File: config.mk
export PLATFORM = sky130hd
export DESIGN_NAME = hysteresis_wheel_tick_counter_flat
export DESIGN_NICKNAME = d
export VERILOG_FILES = /design/src/sv/hwtc_pkg.sv /design/src/sv/hwtc_sample_if.sv /design/src/sv/hwtc_result_if.sv /design/src/sv/hwtc_cfg_if.sv /design/src/sv/hysteresis_wheel_tick_counter.sv /design/src/flat_wrapper.sv
export SDC_FILE = /design/constraint.sdc
export NUM_CORES = 1
export LEC_CHECK = 0
export ABC_AREA = 0
export ABC_CLOCK_PERIOD_IN_PS = 6100
export BUFFER_PORTS_ARGS = -buffer_cell sky130_fd_sc_hd__buf_2
export CAP_MARGIN = 25
export CORE_MARGIN = 3
export CORE_UTILIZATION = 50
export DETAILED_ROUTE_END_ITERATION = 7
export HOLD_SLACK_MARGIN = 0.06
export PLACE_DENSITY = 0.75
export SYNTH_ARGS = -nofsm -noshare
export SYNTH_HDL_FRONTEND = slang
export SYNTH_SLANG_ARGS = --single-unit
File: constraint.sdc
create_clock -name clk -period 6.1 [get_ports clk]
set_clock_uncertainty 0.2 [all_clocks]
set_input_delay 1.525 -clock clk [delete_from_list [all_inputs] [get_ports clk]]
set_output_delay 1.525 -clock clk [all_outputs]
set_load 0.005 [all_outputs]
File: src/sv/hwtc_pkg.sv
// ----------------------------------------------------------------------------
// hwtc_pkg
// Shared types and constants for the hysteresis wheel tick counter.
// ----------------------------------------------------------------------------
package hwtc_pkg;

  // Fixed field widths
  localparam int SAMPLE_BITS    = 10;
  localparam int CHANNEL_BITS   = 1;
  localparam int CFG_INDEX_BITS = 1;
  localparam int CFG_DATA_BITS  = 10;

  // Threshold reset values
  localparam logic [SAMPLE_BITS-1:0] LOW_THRESHOLD_RESET  = SAMPLE_BITS'(400);
  localparam logic [SAMPLE_BITS-1:0] HIGH_THRESHOLD_RESET = SAMPLE_BITS'(450);

  // Reset values of the per-channel reading trackers
  localparam logic [SAMPLE_BITS-1:0] MIN_READING_RESET = '1;
  localparam logic [SAMPLE_BITS-1:0] MAX_READING_RESET = '0;

  // Item operations
  typedef enum logic {
    OP_SAMPLE = 1'b0,
    OP_PRESET = 1'b1
  } op_t;

  // Configuration register indexes
  typedef enum logic [CFG_INDEX_BITS-1:0] {
    CFG_LOW_THRESHOLD  = 1'b0,
    CFG_HIGH_THRESHOLD = 1'b1
  } cfg_index_t;

endpackage

File: src/sv/hwtc_sample_if.sv
// ----------------------------------------------------------------------------
// hwtc_sample_if
// Input item channel: a sample or a count preset for one channel.
// ----------------------------------------------------------------------------
interface hwtc_sample_if #(
  parameter int COUNT_BITS = 16
);

  logic                             valid;
  logic                             ready;
  logic                             operation;
  logic [hwtc_pkg::CHANNEL_BITS-1:0] channel;
  logic [hwtc_pkg::SAMPLE_BITS-1:0]  sample;
  logic [COUNT_BITS-1:0]             preset_value;

  modport source (
    output valid, operation, channel, sample, preset_value,
    input  ready
  );

  modport sink (
    input  valid, operation, channel, sample, preset_value,
    output ready
  );

endinterface

File: src/sv/hwtc_result_if.sv
// ----------------------------------------------------------------------------
// hwtc_result_if
// Result item channel: the addressed channel's state after an item.
// ----------------------------------------------------------------------------
interface hwtc_result_if #(
  parameter int COUNT_BITS = 16
);

  logic                             valid;
  logic                             ready;
  logic [COUNT_BITS-1:0]            tick_count;
  logic                             level;
  logic [hwtc_pkg::SAMPLE_BITS-1:0] lowest_seen;
  logic [hwtc_pkg::SAMPLE_BITS-1:0] highest_seen;

  modport source (
    output valid, tick_count, level, lowest_seen, highest_seen,
    input  ready
  );

  modport sink (
    input  valid, tick_count, level, lowest_seen, highest_seen,
    output ready
  );

endinterface

File: src/sv/hwtc_cfg_if.sv
// ----------------------------------------------------------------------------
// hwtc_cfg_if
// Configuration write channel: register index and write data.
// ----------------------------------------------------------------------------
interface hwtc_cfg_if;

  logic                               valid;
  logic                               ready;
  logic [hwtc_pkg::CFG_INDEX_BITS-1:0] index;
  logic [hwtc_pkg::CFG_DATA_BITS-1:0]  data;

  modport source (
    output valid, index, data,
    input  ready
  );

  modport sink (
    input  valid, index, data,
    output ready
  );

endinterface

File: src/sv/hysteresis_wheel_tick_counter.sv
// ----------------------------------------------------------------------------
// hysteresis_wheel_tick_counter
// Per-channel hysteresis level detector and tick counter for wheel encoders.
// ----------------------------------------------------------------------------
// Each input item either carries an analog reading for one channel or presets
// that channel's tick count, and yields exactly one result item with the
// channel's count, level flag and lowest/highest reading after the item. The
// block takes one item per clock while the result register is free or being
// taken, and returns its result through the input register, then the result
// register. The read-modify-write of the per-channel state completes
// combinationally between those two registers, so items on the same channel
// may follow each other back to back. Threshold writes take effect on the
// next cycle and are always accepted.
module hysteresis_wheel_tick_counter #(
  parameter int CHANNELS   = 2,
  parameter int COUNT_BITS = 16
) (
  input  logic          clk,
  input  logic          rst,
  hwtc_sample_if.sink   samples,
  hwtc_result_if.source results,
  hwtc_cfg_if.sink      cfg
);

  import hwtc_pkg::*;

  localparam int CH_BITS = (CHANNELS > 1) ? $clog2(CHANNELS) : 1;

  // Threshold registers
  logic [SAMPLE_BITS-1:0] low_threshold;
  logic [SAMPLE_BITS-1:0] high_threshold;

  // Input register
  logic                    s1_valid;
  op_t                     s1_operation;
  logic [CHANNEL_BITS-1:0] s1_channel;
  logic [SAMPLE_BITS-1:0]  s1_sample;
  logic [COUNT_BITS-1:0]   s1_preset;

  // Result register
  logic                   res_valid;
  logic [COUNT_BITS-1:0]  res_count;
  logic                   res_level;
  logic [SAMPLE_BITS-1:0] res_lowest;
  logic [SAMPLE_BITS-1:0] res_highest;

  // Per-channel state
  logic [COUNT_BITS-1:0]  tick_counts      [CHANNELS];
  logic                   level_flags      [CHANNELS];
  logic [SAMPLE_BITS-1:0] minimum_readings [CHANNELS];
  logic [SAMPLE_BITS-1:0] maximum_readings [CHANNELS];

  // Update path
  logic                   advance;
  logic [CH_BITS-1:0]     ch_idx;
  logic [COUNT_BITS-1:0]  count_rd;
  logic                   level_rd;
  logic [SAMPLE_BITS-1:0] min_rd;
  logic [SAMPLE_BITS-1:0] max_rd;
  logic                   fall;
  logic                   level_mid;
  logic                   rise;
  logic [COUNT_BITS-1:0]  count_next;
  logic                   level_next;
  logic [SAMPLE_BITS-1:0] min_next;
  logic [SAMPLE_BITS-1:0] max_next;

  // Handshakes
  assign advance       = s1_valid && (!res_valid || results.ready);
  assign samples.ready = !s1_valid || advance;
  assign cfg.ready     = 1'b1;

  // Write threshold registers
  always_ff @(posedge clk) begin
    if (rst) begin
      low_threshold  <= LOW_THRESHOLD_RESET;
      high_threshold <= HIGH_THRESHOLD_RESET;
    end else if (cfg.valid && cfg.ready) begin
      case (cfg_index_t'(cfg.index))
        CFG_LOW_THRESHOLD:  low_threshold  <= cfg.data;
        CFG_HIGH_THRESHOLD: high_threshold <= cfg.data;
        default: ;
      endcase
    end
  end

  // Capture the input item
  always_ff @(posedge clk) begin
    if (rst) begin
      s1_valid <= 1'b0;
    end else if (samples.ready) begin
      s1_valid <= samples.valid;
    end
  end

  always_ff @(posedge clk) begin
    if (samples.valid && samples.ready) begin
      s1_operation <= op_t'(samples.operation);
      s1_channel   <= samples.channel;
      s1_sample    <= samples.sample;
      s1_preset    <= samples.preset_value;
    end
  end

  // Fold the channel number into the implemented channels
  assign ch_idx = (CHANNELS > 1) ? CH_BITS'(s1_channel) : '0;

  // Read the addressed channel
  assign count_rd = tick_counts[ch_idx];
  assign level_rd = level_flags[ch_idx];
  assign min_rd   = minimum_readings[ch_idx];
  assign max_rd   = maximum_readings[ch_idx];

  // Apply the low test first, then the high test on the updated flag
  always_comb begin
    fall       = (s1_sample < low_threshold) && level_rd;
    level_mid  = level_rd && !fall;
    rise       = (s1_sample > high_threshold) && !level_mid;
    count_next = count_rd;
    level_next = level_rd;
    min_next   = min_rd;
    max_next   = max_rd;
    case (s1_operation)
      OP_PRESET: begin
        count_next = s1_preset;
      end
      OP_SAMPLE: begin
        count_next = count_rd + COUNT_BITS'(fall) + COUNT_BITS'(rise);
        level_next = level_mid || rise;
        min_next   = (s1_sample < min_rd) ? s1_sample : min_rd;
        max_next   = (s1_sample > max_rd) ? s1_sample : max_rd;
      end
      default: ;
    endcase
  end

  // Write back the channel state
  always_ff @(posedge clk) begin
    if (rst) begin
      for (int c = 0; c < CHANNELS; c++) begin
        tick_counts[c]      <= '0;
        level_flags[c]      <= 1'b0;
        minimum_readings[c] <= MIN_READING_RESET;
        maximum_readings[c] <= MAX_READING_RESET;
      end
    end else if (advance) begin
      tick_counts[ch_idx]      <= count_next;
      level_flags[ch_idx]      <= level_next;
      minimum_readings[ch_idx] <= min_next;
      maximum_readings[ch_idx] <= max_next;
    end
  end

  // Hold the result until taken
  always_ff @(posedge clk) begin
    if (rst) begin
      res_valid <= 1'b0;
    end else if (advance) begin
      res_valid <= 1'b1;
    end else if (results.ready) begin
      res_valid <= 1'b0;
    end
  end

  always_ff @(posedge clk) begin
    if (advance) begin
      res_count   <= count_next;
      res_level   <= level_next;
      res_lowest  <= min_next;
      res_highest <= max_next;
    end
  end

  assign results.valid        = res_valid;
  assign results.tick_count   = res_count;
  assign results.level        = res_level;
  assign results.lowest_seen  = res_lowest;
  assign results.highest_seen = res_highest;

`ifndef SYNTHESIS
  // No result is pending right after reset
  a_reset_empty: assert property (@(posedge clk) rst |=> !res_valid)
    else $error("result pending after reset");

  // A stalled input item stays in the input register
  a_s1_hold: assert property (@(posedge clk) disable iff (rst)
    s1_valid && !advance |=> s1_valid && $stable(s1_sample) && $stable(s1_preset))
    else $error("input item lost while stalled");

  // A preset shows up unchanged in the result
  a_preset_count: assert property (@(posedge clk) disable iff (rst)
    advance && s1_operation == OP_PRESET |=> res_count == $past(s1_preset))
    else $error("preset count not reported");

  // After a sample the channel's range is never inverted
  a_range_order: assert property (@(posedge clk) disable iff (rst)
    advance && s1_operation == OP_SAMPLE |=> res_lowest <= res_highest)
    else $error("lowest reading above highest reading");

  // A loaded result is always presented
  a_result_valid: assert property (@(posedge clk) disable iff (rst)
    advance |=> res_valid)
    else $error("result dropped");
`endif

endmodule

File: src/flat_wrapper.sv
// flat-port wrapper written by rule: the top's interface ports become plain ports
module hysteresis_wheel_tick_counter_flat import hwtc_pkg::*;
#(
  parameter int CHANNELS   = 2,
  parameter int COUNT_BITS = 16
)
  (clk, rst, samples_valid, samples_operation, samples_channel, samples_sample, samples_preset_value, samples_ready, results_valid, results_tick_count, results_level, results_lowest_seen, results_highest_seen, results_ready, cfg_valid, cfg_index, cfg_data, cfg_ready);
  hwtc_sample_if #(.COUNT_BITS(COUNT_BITS)) samples_i ();
  hwtc_result_if #(.COUNT_BITS(COUNT_BITS)) results_i ();
  hwtc_cfg_if cfg_i ();
  input  logic clk;
  input  logic rst;
  input wire logic [$bits(samples_i.valid)-1:0] samples_valid;
  input wire logic [$bits(samples_i.operation)-1:0] samples_operation;
  input wire logic [$bits(samples_i.channel)-1:0] samples_channel;
  input wire logic [$bits(samples_i.sample)-1:0] samples_sample;
  input wire logic [$bits(samples_i.preset_value)-1:0] samples_preset_value;
  output wire logic [$bits(samples_i.ready)-1:0] samples_ready;
  output wire logic [$bits(results_i.valid)-1:0] results_valid;
  output wire logic [$bits(results_i.tick_count)-1:0] results_tick_count;
  output wire logic [$bits(results_i.level)-1:0] results_level;
  output wire logic [$bits(results_i.lowest_seen)-1:0] results_lowest_seen;
  output wire logic [$bits(results_i.highest_seen)-1:0] results_highest_seen;
  input wire logic [$bits(results_i.ready)-1:0] results_ready;
  input wire logic [$bits(cfg_i.valid)-1:0] cfg_valid;
  input wire logic [$bits(cfg_i.index)-1:0] cfg_index;
  input wire logic [$bits(cfg_i.data)-1:0] cfg_data;
  output wire logic [$bits(cfg_i.ready)-1:0] cfg_ready;
  assign samples_i.valid = samples_valid;
  assign samples_i.operation = samples_operation;
  assign samples_i.channel = samples_channel;
  assign samples_i.sample = samples_sample;
  assign samples_i.preset_value = samples_preset_value;
  assign samples_ready = samples_i.ready;
  assign results_valid = results_i.valid;
  assign results_tick_count = results_i.tick_count;
  assign results_level = results_i.level;
  assign results_lowest_seen = results_i.lowest_seen;
  assign results_highest_seen = results_i.highest_seen;
  assign results_i.ready = results_ready;
  assign cfg_i.valid = cfg_valid;
  assign cfg_i.index = cfg_index;
  assign cfg_i.data = cfg_data;
  assign cfg_ready = cfg_i.ready;
  hysteresis_wheel_tick_counter #(.CHANNELS(CHANNELS), .COUNT_BITS(COUNT_BITS)) u_core (.clk(clk), .rst(rst), .samples(samples_i), .results(results_i), .cfg(cfg_i));
endmodule
[Word-level counts from Yosys, hierarchy flattened]
Memories as Yosys holds them, arrays and structs flattened. A register that Yosys moved wholly into a read port is not among the register bits.
Index checks and enable logic that the tools add are counted.
Widths: inputs -> output; s select.
Word-level totals
  bits in registers: 87
  latch bits: 0
  memory bits (writable): 74
  ROM bits: 0
  bits of input ports: 44
  word-level logic and storage cells: 72
  memories kept: 4
Operators by class
  add/subtract/negate cells: 2
  multipliers: 0
  div/mod/pow operators: 0
  $lt $le $gt $ge: 4
  eq/ne operators: 0
  shifts and indexed selects: 0
  multiplexer cells: 29
  bitwise gates (word level): 2
  reduce and logical (&&, ||, !) cells: 19
Memories
  u_core.tick_counts: depth 2, bits a word 16, read ports 1, clocked after memory_dff 1, wr ports 2, RTL line hysteresis_wheel_tick_counter.sv:48  | logic [COUNT_BITS-1:0] tick_counts [CHANNELS];
  u_core.maximum_readings: depth 2, bits a word 10, read ports 1, clocked after memory_dff 1, wr ports 2, RTL line hysteresis_wheel_tick_counter.sv:51  | logic [SAMPLE_BITS-1:0] maximum_readings [CHANNELS];
  u_core.minimum_readings: depth 2, bits a word 10, read ports 1, clocked after memory_dff 1, wr ports 2, RTL line hysteresis_wheel_tick_counter.sv:50  | logic [SAMPLE_BITS-1:0] minimum_readings [CHANNELS];
  u_core.level_flags: depth 2, bits a word 1, read ports 1, clocked after memory_dff 1, wr ports 2, RTL line hysteresis_wheel_tick_counter.sv:49  | logic level_flags [CHANNELS];
Operators by type and width (count)
  $mux 10: 6
  $add 16x1->16: 2
  $pmux 16 s2: 1
  $mux 1: 21
  $gt 10x10->1: 2
  $lt 10x10->1: 2
  $reduce_or 10->1: 2
  $mux 16: 1
  $reduce_or 16->1: 1
  $logic_and 1x1->1: 5
  $logic_not 1->1: 4
  $reduce_and 2->1: 2
  $logic_or 1x1->1: 3
  $not 1->1: 2
  $reduce_bool 2->1: 1
  $reduce_or 1->1: 1

[Logic depth before layout (Yosys ltp)]
Gate-level depths: netlist (run 1).
  word-level depth: 9
  mapped depth: 14
  depth with buffers taken out: 14

[Worst setup path before layout (run 1)]
Ideal clock, no wire load.
  path type: input to register
  from: input port results_ready
  to: register with a tool-made name
  library setup time: 0.122 ns
  arrival time: 3.489 ns
  data required time: 5.778 ns
  setup slack: 2.289 ns
  stages on the path: 3
  cell sequence: nor2b_1 -> a21oi_1 -> mux2_2
RTL lines
  from (decl): RTL line flat_wrapper.sv:24  | input wire logic [$bits(results_i.ready)-1:0] results_ready;

==> results.md, run 1 <==
- Actual transition at the worst max-transition pin: between 0.9 and 1 ns
- Number of warnings issued by yosys: 0
- Clock Tree Buf Depth: 2
- H-Tree Level Count: 4
- Number of global-route vias before repair: about 6000
- Pre-CTS setup slack: roughly 1.7 ns
- Setup repair after global routing missed its margin: false
- Total CTS buffers: 17
- # DRC: 0
- # setup viols final: 0
- Cell accounting for the most synthesized area: sky130_fd_sc_hd__edfxtp_1
- Final-report max-slew violation count: 0
- Post-CTS Setup Bufs: 0
- Clock edge transition at the registers on the reported setup and hold paths: about 0.060 ns
- Power share of the combinational group: between 10 and 15%
- Worst setup SP type: flop
- Highest clock frequency the design can meet: around 0.24 GHz
- Net switching share of the total power: roughly 24%
- Total number of nets in the final design: between 800 and 900
- Post-Synthesis Cells: approximately 700
- Initial Util: a little over 50%
- Arrival time of data at the critical path endpoint: about 4.3 ns
- Status: finished clean
- Dpl cell area: roughly 8800 um^2
- Launch point of the worst path: u_core.s1_sample[5]
- Part of the power in registers: about 48%
- Vias after detailed routing: approximately 5900
- Placed cell count: between 900 and 1000
- Number of violations reported at the end of detailed-routing iteration 0: about 430
- Max Cap Viol: 0
- Register bit count reported by yosys: about 160
- Required time worst endpoint: approximately 6 ns
- Synth area leaders: sky130_fd_sc_hd__edfxtp_1, sky130_fd_sc_hd__ha_1, sky130_fd_sc_hd__dfxtp_1, sky130_fd_sc_hd__mux2i_1, sky130_fd_sc_hd__nand2_1
- Total count of hold-check failures in the final report: 0
- Min Clock Period, post-route: around 4.2 ns
- Die H: ~130 um
- Share of cells above drive strength 1: roughly a fifth
- Critical path fanouts, max: 9
- Via count normalized by instance count: around 5.9
- Post-Syn Nets: approximately 790
- Post-route antenna net violation count: 0
- GRT Resource Usage Total: 21.2%
- Post-CTS Hold Fix Bufs: 0
- Type of destination of the critical path: flop
- Core footprint: around 16000 um^2
- Post-synthesis async set-or-reset flop share: 0%
- Final clock period utilization by the worst path: between 60 and 70%
- Commonest non-fill, non-tap cell in the layout: sky130_fd_sc_hd__edfxtp_1
- Commonest cells after routing, fill and taps aside: sky130_fd_sc_hd__edfxtp_1, sky130_fd_sc_hd__buf_2, sky130_fd_sc_hd__nand2_1
- Power per standard cell area: between 200 and 300 nW/um^2
- TritonCTS clock tree: done
- Pin count of the biggest net entering global routing: 38
- Number of top-level pins: 84
- Area of the die: around 18000 um^2
- Crit Reg-Reg Endpoint: u_core.tick_counts[1][13]
- Wire length of the first global-routing pass: roughly 30000 um
- Register-to-Register Setup Slack: approximately 1.9 ns
- Worst slew margin relative to its limit: between 30% and 40%
- Area share of the largest cell type after synthesis: 50.7%
- Type of the most critical hold path: flop to flop
- Design area: 9450 um^2
- Antenna fix cells: 0
- Residual overflow from global routing: 0
- Net load switching power: about 0.67 mW
- Unique cell type count in the Yosys netlist: slightly below 60
- Initial DRT Pass Iterations: 5
- Netlist area before placement: 8240 um^2
- Final std cells w/o fill: between 1000 and 1500
- Worst-case reg-to-reg path depth: 12
- Path type of the worst setup path: flop to flop
- HPWL Detailed: 12500 um
- Post-Route WL: ~19000 um
- Sequential share of the synthesized area: ~56%
- Layout area overhead: 14.7%
- Port bufs: 82
- Fraction of power consumed by the clock network: ~41%
- Clock Latency Late Sink: 0.44 ns
- Leakage: 3.86 nW
- Synth Flop Type: sky130_fd_sc_hd__edfxtp_1
- Width of the die: approximately 130 um
- Antenna violations before repair: 0
- Post-route setup slack: ~1.9 ns
- Final weighted congestion of routability-driven global placement: a little over 0.9
- Detail-routed net length per standard cell: around 19 um
- Clock tree root buffer cell: sky130_fd_sc_hd__clkbuf_16
- Number of enable flip-flop cells after synthesis: roughly 140
- Final sum of negative setup slack: 0 ns
- Std cell rows: between 40 and 50
- Critical path capture point: u_core.tick_counts[1][13]
- Mean cell area of the mapped netlist: approximately 12 um^2
- CTS-repair resized insts: 0
- IR drop worst, VDD: about 0.21 mV
- Launch point of the worst reg-to-reg path: u_core.s1_sample[5]
- Power Internal: a little over 2 mW
- Total clock sinks: 162
[per-stage QoR]
step | power (mW) | util, % | hold slack [ns]
after floorplan | 1.53 | - | 0.236
after global placement | 1.62 | 55.0 | 0.253
after detailed placement | 1.63 | 55.0 | 0.250
after CTS | 2.75 | 58.9 | 0.258
after global routing | 2.84 | 59.1 | 0.286
final | 2.74 | 59.1 | 0.259
[worst max-delay path, stage by stage, from the launching register on]
cell	delay (ns)
sky130_fd_sc_hd__edfxtp_1	0.57
sky130_fd_sc_hd__ha_1	0.40
sky130_fd_sc_hd__a21oi_1	0.15
sky130_fd_sc_hd__o21ai_0	0.10
sky130_fd_sc_hd__a2111oi_0	0.68
sky130_fd_sc_hd__nor2_1	0.13
sky130_fd_sc_hd__o21a_1	0.16
sky130_fd_sc_hd__fa_1	0.48
sky130_fd_sc_hd__nand4b_1	0.20
sky130_fd_sc_hd__a22oi_1	0.19
sky130_fd_sc_hd__and4_2	0.27
sky130_fd_sc_hd__or3_4	0.40
sky130_fd_sc_hd__nor2_1	0.12
[area by class of cell]
type | instances | area (um^2)
fill | 1322 | 6550
sequential | 162 | 4640
multi-input combinational | 450 | 3240
timing repair buffer | 91 | 498
clock buffer | 18 | 429
tap | 216 | 270
inverter | 51 | 191
clock inverter | 14 | 188
[cells in the mapped netlist, types with 2 or more instances]
master and count:
sky130_fd_sc_hd__buf_1 2, sky130_fd_sc_hd__and4_1 4, sky130_fd_sc_hd__inv_1 51, sky130_fd_sc_hd__or3_1 2, sky130_fd_sc_hd__clkbuf_1 23, sky130_fd_sc_hd__nand4_1 9, sky130_fd_sc_hd__nand2_1 81, sky130_fd_sc_hd__o21a_1 13
sky130_fd_sc_hd__o21ai_0 17, sky130_fd_sc_hd__nand3b_1 8, sky130_fd_sc_hd__nor3_1 3, sky130_fd_sc_hd__xnor2_1 6, sky130_fd_sc_hd__buf_6 4, sky130_fd_sc_hd__a22oi_1 3, sky130_fd_sc_hd__nand3_1 8, sky130_fd_sc_hd__nand4b_1 2
sky130_fd_sc_hd__a21o_1 2, sky130_fd_sc_hd__a211oi_1 18, sky130_fd_sc_hd__edfxtp_1 139, sky130_fd_sc_hd__o211a_1 22, sky130_fd_sc_hd__dfxtp_1 23, sky130_fd_sc_hd__nor2b_1 2, sky130_fd_sc_hd__and3_2 2, sky130_fd_sc_hd__buf_4 2
sky130_fd_sc_hd__o2111ai_1 10, sky130_fd_sc_hd__buf_2 8, sky130_fd_sc_hd__o211ai_1 13, sky130_fd_sc_hd__o221ai_1 2, sky130_fd_sc_hd__nand2b_1 8, sky130_fd_sc_hd__mux2i_1 46, sky130_fd_sc_hd__o31a_1 3, sky130_fd_sc_hd__nor2_1 47
sky130_fd_sc_hd__and2_1 3, sky130_fd_sc_hd__or2_2 4, sky130_fd_sc_hd__ha_1 39, sky130_fd_sc_hd__mux2_2 9, sky130_fd_sc_hd__a21oi_1 34, sky130_fd_sc_hd__o31ai_1 4, sky130_fd_sc_hd__a211o_1 6
[power by group through the flow]
| stage | sequential (mW) | clock (mW) | combinational, mW |
|---|---|---|---|
| 4_1_cts | 1.31 | 1.14 | 0.303 |
| 5_1_grt | 1.32 | 1.18 | 0.340 |
| 3_3_place_gp | 1.33 | 0 | 0.288 |
| 3_5_place_dp | 1.33 | 0 | 0.301 |
| 2_1_floorplan | 1.32 | 0 | 0.214 |
| 6_report | 1.31 | 1.12 | 0.306 |
[layer usage]
layer  vias up  GRT usage [%]  share of wire [%]
met5         -              0                  0
met4         0           7.92                2.5
met3        48           5.18                5.3
met2       200           36.8                 51
met1      2894           25.8                 41
li1       2759              -                  -
[worst min path at each step]
stage                             startpoint  cells after the start                        to
floorplan           u_core.high_threshold[2]                      2  u_core.high_threshold[2]
global placement    u_core.high_threshold[5]                      2  u_core.high_threshold[5]
detailed placement   u_core.low_threshold[6]                      2   u_core.low_threshold[6]
CTS                  u_core.low_threshold[6]                      2   u_core.low_threshold[6]
global route        u_core.high_threshold[4]                      2  u_core.high_threshold[4]
finish              u_core.high_threshold[5]                      2  u_core.high_threshold[5]
[sequential cells by signal, indices dropped and copies added, names as in the netlist, 2 cells and up, named ones only]
register / count
u_core.results.highest_seen: 10
u_core.level_flags: 2
u_core.s1_sample: 10
u_core.results.lowest_seen: 10
u_core.high_threshold: 10
u_core.maximum_readings: 20
u_core.low_threshold: 10
u_core.tick_counts: 32
u_core.results.tick_count: 16
u_core.s1_preset: 16
u_core.minimum_readings: 20
[kinds of logic (layout without fill, tap and decap cells)]
logic type,Yosys count,count (layout),synth area share [%]
buffers and inverters,90,174,4.68
xor gates and xnor gates,7,7,0.744
DFF,162,162,56.3
other,1,1,0.0455
adders and majority gates,40,40,6.17
muxes,56,56,6.99
AOI/OAI and AO/OA,156,156,14.0
and+or+nand+nor,190,190,11.1
No activity file was read; power rests on OpenSTA's default activity.
==> run 2, diff against run 1 <==
ABC_CLOCK_PERIOD_IN_PS = 3750   (was 6100)
PLACE_DENSITY = 0.78   (was 0.75)
clock period = 3.75 ns   (was 6.1 ns; I/O delays follow)
==> run 2 against run 1 <==
Sequential power increased by 61%. Global-route usage increased by 0.31 points. Sequential share of layout area decreased by 0.98 points. Clock-buffer cell count increased by 2.
==> results.md, run 2 (same netlist as run 1, synthesis figures left out) <==
- Core footprint: 16000 um^2 (unchanged)
- Total count of hold-check failures in the final report: 0 (unchanged)
- Total CTS buffers: 17 (unchanged)
- Final sum of negative setup slack: 0 ns (unchanged)
- # DRC: 0 (unchanged)
- FILL cells: 1309 (-0.98%)
- Status: finished clean
- Clock tree root buffer cell: sky130_fd_sc_hd__clkbuf_16
- Post-CTS Hold Fix Bufs: 0 (unchanged)
- Critical path fanouts, max: 5 (-4)
- Width of the die: 134 um (unchanged)
- Pin count of the biggest net entering global routing: 38 (unchanged)
- Antenna fix cells: 0 (unchanged)
- Final clock period utilization by the worst path: 95.6% (+27 points)
- Leakage: 3.99 nW (+3.2%)
- Top layer reached by signal wires: met4
- # setup viols final: 0 (unchanged)
- Layout area overhead: 17.1%
- IR drop worst, VDD: 0.324 mV (+57%)
- Arrival time of data at the critical path endpoint: 3.65 ns (-0.64 ns)
- Area of the multi-input gates: 3260 um^2 (+0.81%)
- Commonest non-fill, non-tap cell in the layout: sky130_fd_sc_hd__edfxtp_1
- Die H: 134 um (unchanged)
- Initial DRT Pass Iterations: 5 (unchanged)
- Final hold slack: 0.253 ns (-0.00514 ns)
- Setup repair after global routing missed its margin: false
- Power Internal: 3.27 mW (+58%)
- Clock Latency Late Sink: 0.43 ns (about the same)
- TritonCTS clock tree: done
- Commonest cells after routing, fill and taps aside: sky130_fd_sc_hd__edfxtp_1, sky130_fd_sc_hd__buf_2, sky130_fd_sc_hd__nand2_1
- Total clock sinks: 162 (unchanged)
- Power share of the combinational group: 12.5% (+1.3 points)
- Largest registers: u_core.tick_counts: 32 flops, u_core.maximum_readings: 20 flops, u_core.minimum_readings: 20 flops
- Fin util: 60.3% (+1.2 points)
- Antenna violations before repair: 0 (unchanged)
- Worst-case reg-to-reg path depth: 13 (+1)
- Vias after detailed routing: 5842 (-1.0%)
- Post-Route WL: 18900 um (+0.25%)
- Met3 WL: 883 um (-12%)
- Required time worst endpoint: 3.81 ns (-2.36 ns)
- Metal2 WL: 9530 um (-0.44%)
- Number of violations reported at the end of detailed-routing iteration 0: 640 (+48%)
- Number of top-level pins: 84 (unchanged)
- Post-route antenna net violation count: 0 (unchanged)
- Highest clock frequency the design can meet: 0.279 GHz (+18%)
- Net load switching power: 1.13 mW (+70%)
- Net switching share of the total power: 25.8% (+1.5 points)
- Area taken by flip-flops and latches: 4640 um^2 (unchanged)
- Type of destination of the critical path: flop
- Type of the most critical hold path: flop to flop
- Launch point of the worst path: u_core.s1_sample[5]
- Part of the power in registers: 47.8% (about the same)
- Max Cap Viol: 0 (unchanged)
- Number of global-route vias before repair: 5803 (-2.8%)
- H-Tree Level Count: 4 (unchanged)
- Final-report max-slew violation count: 0 (unchanged)
- Register with the most flip-flops: u_core.tick_counts
- Post-route setup slack: 0.163 ns (-1.72 ns)
- Critical path capture point: u_core.tick_counts[1][8]
- Crit Reg-Reg Endpoint: u_core.tick_counts[1][8]
- Worst slew margin relative to its limit: 44.6% (+11 points)
- Actual transition at the worst max-transition pin: 0.829 ns (-0.167 ns)
- Pre-CTS setup slack: 0.0211 ns (-1.68 ns)
- Total number of nets in the final design: 880 (+2.7%)
- Clock Tree Buf Depth: 2 (unchanged)
- HPWL Detailed: 12700 um (+2.0%)
- Port bufs: 82 (unchanged)
- Power per standard cell area: 456 nW/um^2 (+58%)
- Area of the die: 18000 um^2 (unchanged)
- Post-CTS Setup Bufs: 0 (unchanged)
- Min Clock Period, post-route: 3.59 ns (-0.631 ns)
- Via count normalized by instance count: 5.70 (-3.2%)
- Number of flip-flops under the largest register name: 32 (unchanged)
- Share of cells above drive strength 1: 22.4% (+3.0 points)
- Residual overflow from global routing: 0 (unchanged)
- GRT Resource Usage Total: 21.5% (+0.31 points)
- Initial Util: 51.5% (unchanged)
- Launch point of the worst reg-to-reg path: u_core.s1_sample[5]
- Register-to-Register Setup Slack: 0.16 ns (-1.72 ns)
- Clock edge transition at the registers on the reported setup and hold paths: 0.06 ns (about the same)
- Detail-routed net length per standard cell: 18.4 um (-2.0%)
- Wire length the detailed router placed on met1: 7990 um (+2.2%)
- Path type of the worst setup path: flop to flop
- Wire length of the first global-routing pass: 30100 um (+0.97%)
- Final weighted congestion of routability-driven global placement: 0.889 (-2.7%)
- Fraction of power consumed by the clock network: 39.7% (-1.2 points)
- Std cell rows: 46 (unchanged)
- Worst setup SP type: flop
## run 2: cell types whose count changed in the layout (fill, tap and decap cells not counted), moves of 2 or more
| cell | change |
|---|---|
| sky130_fd_sc_hd__buf_4 | +22 |
| sky130_fd_sc_hd__bufinv_16 | -4 |
| sky130_fd_sc_hd__inv_6 | +4 |
| sky130_fd_sc_hd__clkbuf_16 | +3 |
| sky130_fd_sc_hd__clkinv_2 | -3 |
| sky130_fd_sc_hd__clkinv_4 | +3 |
| sky130_fd_sc_hd__clkinvlp_4 | -3 |
| sky130_fd_sc_hd__buf_12 | +2 |
## run 2: through the flow
| step | instances | power (mW) | area, um^2 |
|---|---|---|---|
| after floorplan | 702 | 2.49 | 8240 |
| after global placement | 992 | 2.67 | 8990 |
| after detailed placement | 992 | 2.68 | 8990 |
| after CTS | 1024 | 4.42 | 9600 |
| after global routing | 1025 | 4.58 | 9640 |
| final | 1025 | 4.40 | 9640 |
## run 2: worst min-delay path by stage
stage | start | slack [ns] | endpoint | cells after the start
2_1_floorplan | u_core.high_threshold[2] | 0.24 | u_core.high_threshold[2] | 2
3_3_place_gp | u_core.low_threshold[5] | 0.24 | u_core.low_threshold[5] | 2
3_5_place_dp | u_core.high_threshold[5] | 0.25 | u_core.high_threshold[5] | 2
4_1_cts | u_core.high_threshold[5] | 0.26 | u_core.high_threshold[5] | 2
5_1_grt | u_core.low_threshold[5] | 0.27 | u_core.low_threshold[5] | 2
6_report | u_core.high_threshold[5] | 0.25 | u_core.high_threshold[5] | 2
## run 2: worst max-delay path: stages (launching register included)
cell and delay [ns]:
sky130_fd_sc_hd__edfxtp_1 0.39, sky130_fd_sc_hd__ha_1 0.33, sky130_fd_sc_hd__a21oi_1 0.15, sky130_fd_sc_hd__o21ai_0 0.16, sky130_fd_sc_hd__a2111oi_2 0.42, sky130_fd_sc_hd__nor2_1 0.10
sky130_fd_sc_hd__o21a_1 0.14, sky130_fd_sc_hd__fa_1 0.49, sky130_fd_sc_hd__ha_1 0.22, sky130_fd_sc_hd__inv_2 0.13, sky130_fd_sc_hd__nor2_1 0.09, sky130_fd_sc_hd__and3_2 0.21
sky130_fd_sc_hd__o31a_1 0.27, sky130_fd_sc_hd__nor2_1 0.11
## run 2: per-layer routing
layer / vias to the layer above / GRT usage [%]
li1: 2801 / -
met1: 2843 / 26.2
met2: 164 / 36.9
met3: 34 / 5.25
met4: 0 / 8.65
met5: - / 0
## run 2: final cells by class
cell class                 count  area share [%]
sequential                   162            48.1
multi-input combinational    450            33.8
timing repair buffer         114            7.01
clock buffer                  20            5.19
tap                          216            2.80
inverter                      51            1.99
clock inverter                12            1.09
## run 2: timing repair
| item | in CTS | in global routing |
|---|---|---|
| gates resized for setup | 1 | 5 |
| setup endpoints to repair | 1 | 34 |
| gates cloned | 0 | 0 |
| pin swaps | 0 | 1 |
## run 2: power by group through the flow
stage	logic, mW	clock network, mW	registers (mW)
final	0.548	1.75	2.11
after global routing	0.607	1.86	2.11
after CTS	0.542	1.77	2.11
after detailed placement	0.536	0	2.14
after global placement	0.524	0	2.14
after floorplan	0.348	0	2.14
==> run 3, diff against run 2 <==
RECOVER_POWER = 50   (was default)
==> run 3 against run 2 <==
The run now ends with capacitance limit, slew limit left. Final area down 0.52%. Sequential power about the same. Maximum frequency down 0.36%. Setup slack worse by 0.013 ns. Sequential share of layout area up 0.25 points. Highest routed layer unchanged. Hold slack about the same. Via count up 0.62%. Total power down 0.13%. Cell count unchanged. Sequential cell count unchanged. Die area unchanged.
==> results.md, run 3 (same netlist as run 1, synthesis figures left out) <==
- Status: finished, violations left
- Violations in the final reports: capacitance limit, slew limit
- Initial Util: 51.5% (unchanged)
- Fraction of power consumed by the clock network: 39.7% (about the same)
- Path type of the worst setup path: flop to flop
- Clock Latency Late Sink: 0.43 ns (about the same)
- Total count of hold-check failures in the final report: 0 (unchanged)
- Number of flip-flops under the largest register name: 32 (unchanged)
- Type of the most critical hold path: flop to flop
- Number of global-route vias before repair: 5803 (unchanged)
- Number of violations reported at the end of detailed-routing iteration 0: 581 (-9.2%)
- Wire length of the first global-routing pass: 30100 um (unchanged)
- Final std cells w/o fill: 1025 (unchanged)
- Largest registers: u_core.tick_counts: 32 flops, u_core.maximum_readings: 20 flops, u_core.minimum_readings: 20 flops
- Clock tree root buffer cell: sky130_fd_sc_hd__clkbuf_16
- Highest clock frequency the design can meet: 0.278 GHz (-0.36%)
- Type of destination of the critical path: flop
- Critical path fanouts, max: 5 (unchanged)
- GRT Resource Usage Total: 21.5% (unchanged)
- Power Internal: 3.26 mW (-0.13%)
- Max Cap Viol: 1 (+1)
- Net load switching power: 1.13 mW (-0.12%)
- Die H: 134 um (unchanged)
- Commonest non-fill, non-tap cell in the layout: sky130_fd_sc_hd__edfxtp_1
- Width of the die: 134 um (unchanged)
- Register-to-Register Setup Slack: 0.15 ns (about the same)
- Clock edge transition at the registers on the reported setup and hold paths: 0.06 ns (about the same)
- Final sum of negative setup slack: 0 ns (unchanged)
- FILL cells: 1322 (+0.99%)
- Total number of nets in the final design: 880 (unchanged)
- Min Clock Period, post-route: 3.60 ns (+0.0130 ns)
- Dpl cell area: 8990 um^2 (unchanged)
- Number of top-level pins: 84 (unchanged)
- Std cell rows: 46 (unchanged)
- Placed cell count: 992 (unchanged)
- Arrival time of data at the critical path endpoint: 3.66 ns (about the same)
- Initial DRT Pass Iterations: 5 (unchanged)
- Power per standard cell area: 458 nW/um^2 (+0.39%)
- Worst setup SP type: flop
- Power share of the combinational group: 12.3% (-0.2 points)
- H-Tree Level Count: 4 (unchanged)
- # DRC: 0 (unchanged)
- Detail-routed net length per standard cell: 18.4 um (-0.29%)
- Post-CTS Setup Bufs: 0 (unchanged)
- IR drop worst, VDD: 0.326 mV (+0.53%)
- Post-route antenna net violation count: 0 (unchanged)
- Total CTS buffers: 17 (unchanged)
- Clock Tree Buf Depth: 2 (unchanged)
- HPWL Detailed: 12700 um (unchanged)
- Pin count of the biggest net entering global routing: 38 (unchanged)
- # setup viols final: 0 (unchanged)
- Worst slew margin relative to its limit: -47.2% (-92 points)
- Antenna violations before repair: 0 (unchanged)
- Setup repair after global routing missed its margin: false
- Vias after detailed routing: 5878 (+0.62%)
- Post-Route WL: 18800 um (-0.29%)
- Residual overflow from global routing: 0 (unchanged)
- Part of the power in registers: 47.9% (about the same)
- Area of the die: 18000 um^2 (unchanged)
- Core footprint: 16000 um^2 (unchanged)
- Total clock sinks: 162 (unchanged)
- Port bufs: 82 (unchanged)
- Share of cells above drive strength 1: 19.4% (-3.0 points)
- Final clock period utilization by the worst path: 96.0% (+0.35 points)
- Layout area overhead: 16.5%
- Leakage: 3.92 nW (-1.7%)
- Design area: 9590 um^2 (-0.52%)
- Via count normalized by instance count: 5.73 (+0.62%)
- Net switching share of the total power: 25.8% (about the same)
- Final weighted congestion of routability-driven global placement: 0.889 (unchanged)
- Final-report max-slew violation count: 21 (+21)
- Register with the most flip-flops: u_core.tick_counts
- Actual transition at the worst max-transition pin: 2.21 ns (+1.38 ns)
- Antenna fix cells: 0 (unchanged)
- Commonest cells after routing, fill and taps aside: sky130_fd_sc_hd__edfxtp_1, sky130_fd_sc_hd__nand2_1, sky130_fd_sc_hd__buf_2
- Required time worst endpoint: 3.81 ns (about the same)
- TritonCTS clock tree: done
- Total Power Consumption: 4.39 mW (-0.13%)
-- run 3: changes by cell type in the layout (fill, tap and decap cells not counted), sizes merged --
cell	before	now
clkbuf	20	43
buf	114	91
-- run 3: power groups by stage --
stage	combinational, mW	clock (mW)	sequential [mW]
final	0.542	1.75	2.11
after global routing	0.601	1.86	2.12
after global placement	0.524	0	2.14
after detailed placement	0.536	0	2.14
after CTS	0.542	1.77	2.11
after floorplan	0.348	0	2.14
-- run 3: metal layers --
layer / vias up / GRT usage, % / wire (um)
met5: - / 0 / 0
met4: 0 / 8.65 / 501
met3: 37 / 5.25 / 795
met2: 151 / 36.9 / 9560
met1: 2890 / 26.2 / 7990
li1: 2800 / - / -
-- run 3: worst paths after layout --
path                            startpoint                  endpoint  cells after the start
setup / recovery       u_core.s1_sample[5]  u_core.tick_counts[1][8]                     13
hold / removal    u_core.high_threshold[5]  u_core.high_threshold[5]                      2
setup reg to reg       u_core.s1_sample[5]  u_core.tick_counts[1][8]                     13
hold reg to reg   u_core.high_threshold[5]  u_core.high_threshold[5]                      2
-- run 3: stage by stage --
stage / util [%] / setup WS [ns] / hold WS, ns
4_1_cts: 60.0 / 0.0612 / 0.256
6_report: 59.9 / 0.150 / 0.253
5_1_grt: 59.9 / 0.00203 / 0.273
3_3_place_gp: 56.2 / 0.0869 / 0.244
2_1_floorplan: - / 0.298 / 0.236
3_5_place_dp: 56.2 / 0.0211 / 0.248
-- run 3: worst max-delay path, cell delays in order, from the launching register on --
cell and delay (ns):
sky130_fd_sc_hd__edfxtp_1 0.39, sky130_fd_sc_hd__ha_1 0.33, sky130_fd_sc_hd__a21oi_1 0.15, sky130_fd_sc_hd__o21ai_0 0.16, sky130_fd_sc_hd__a2111oi_2 0.43, sky130_fd_sc_hd__nor2_1 0.10
sky130_fd_sc_hd__o21a_1 0.14, sky130_fd_sc_hd__fa_1 0.49, sky130_fd_sc_hd__ha_1 0.22, sky130_fd_sc_hd__inv_2 0.13, sky130_fd_sc_hd__nor2_1 0.09, sky130_fd_sc_hd__and3_2 0.21
sky130_fd_sc_hd__o31a_1 0.27, sky130_fd_sc_hd__nor2_1 0.11
-- run 3: timing repair --
action,in CTS,in global routing
setup endpoints to repair,1,34
pin swaps,0,1
resized for setup,1,5
hold endpoints to repair,0,0
hold buffers,0,0
-- run 3: area by class of cell --
| class | instances | area, um^2 | share of cell area (%) |
|---|---|---|---|
| Inverter | 51 | 191 | 2.00 |
| Clock buffer | 20 | 500 | 5.22 |
| Multi-Input combinational cell | 450 | 3250 | 33.9 |
| Clock inverter | 12 | 105 | 1.10 |
| Sequential cell | 162 | 4640 | 48.3 |
| Timing Repair Buffer | 114 | 642 | 6.69 |
| Tap cell | 216 | 270 | 2.82 |
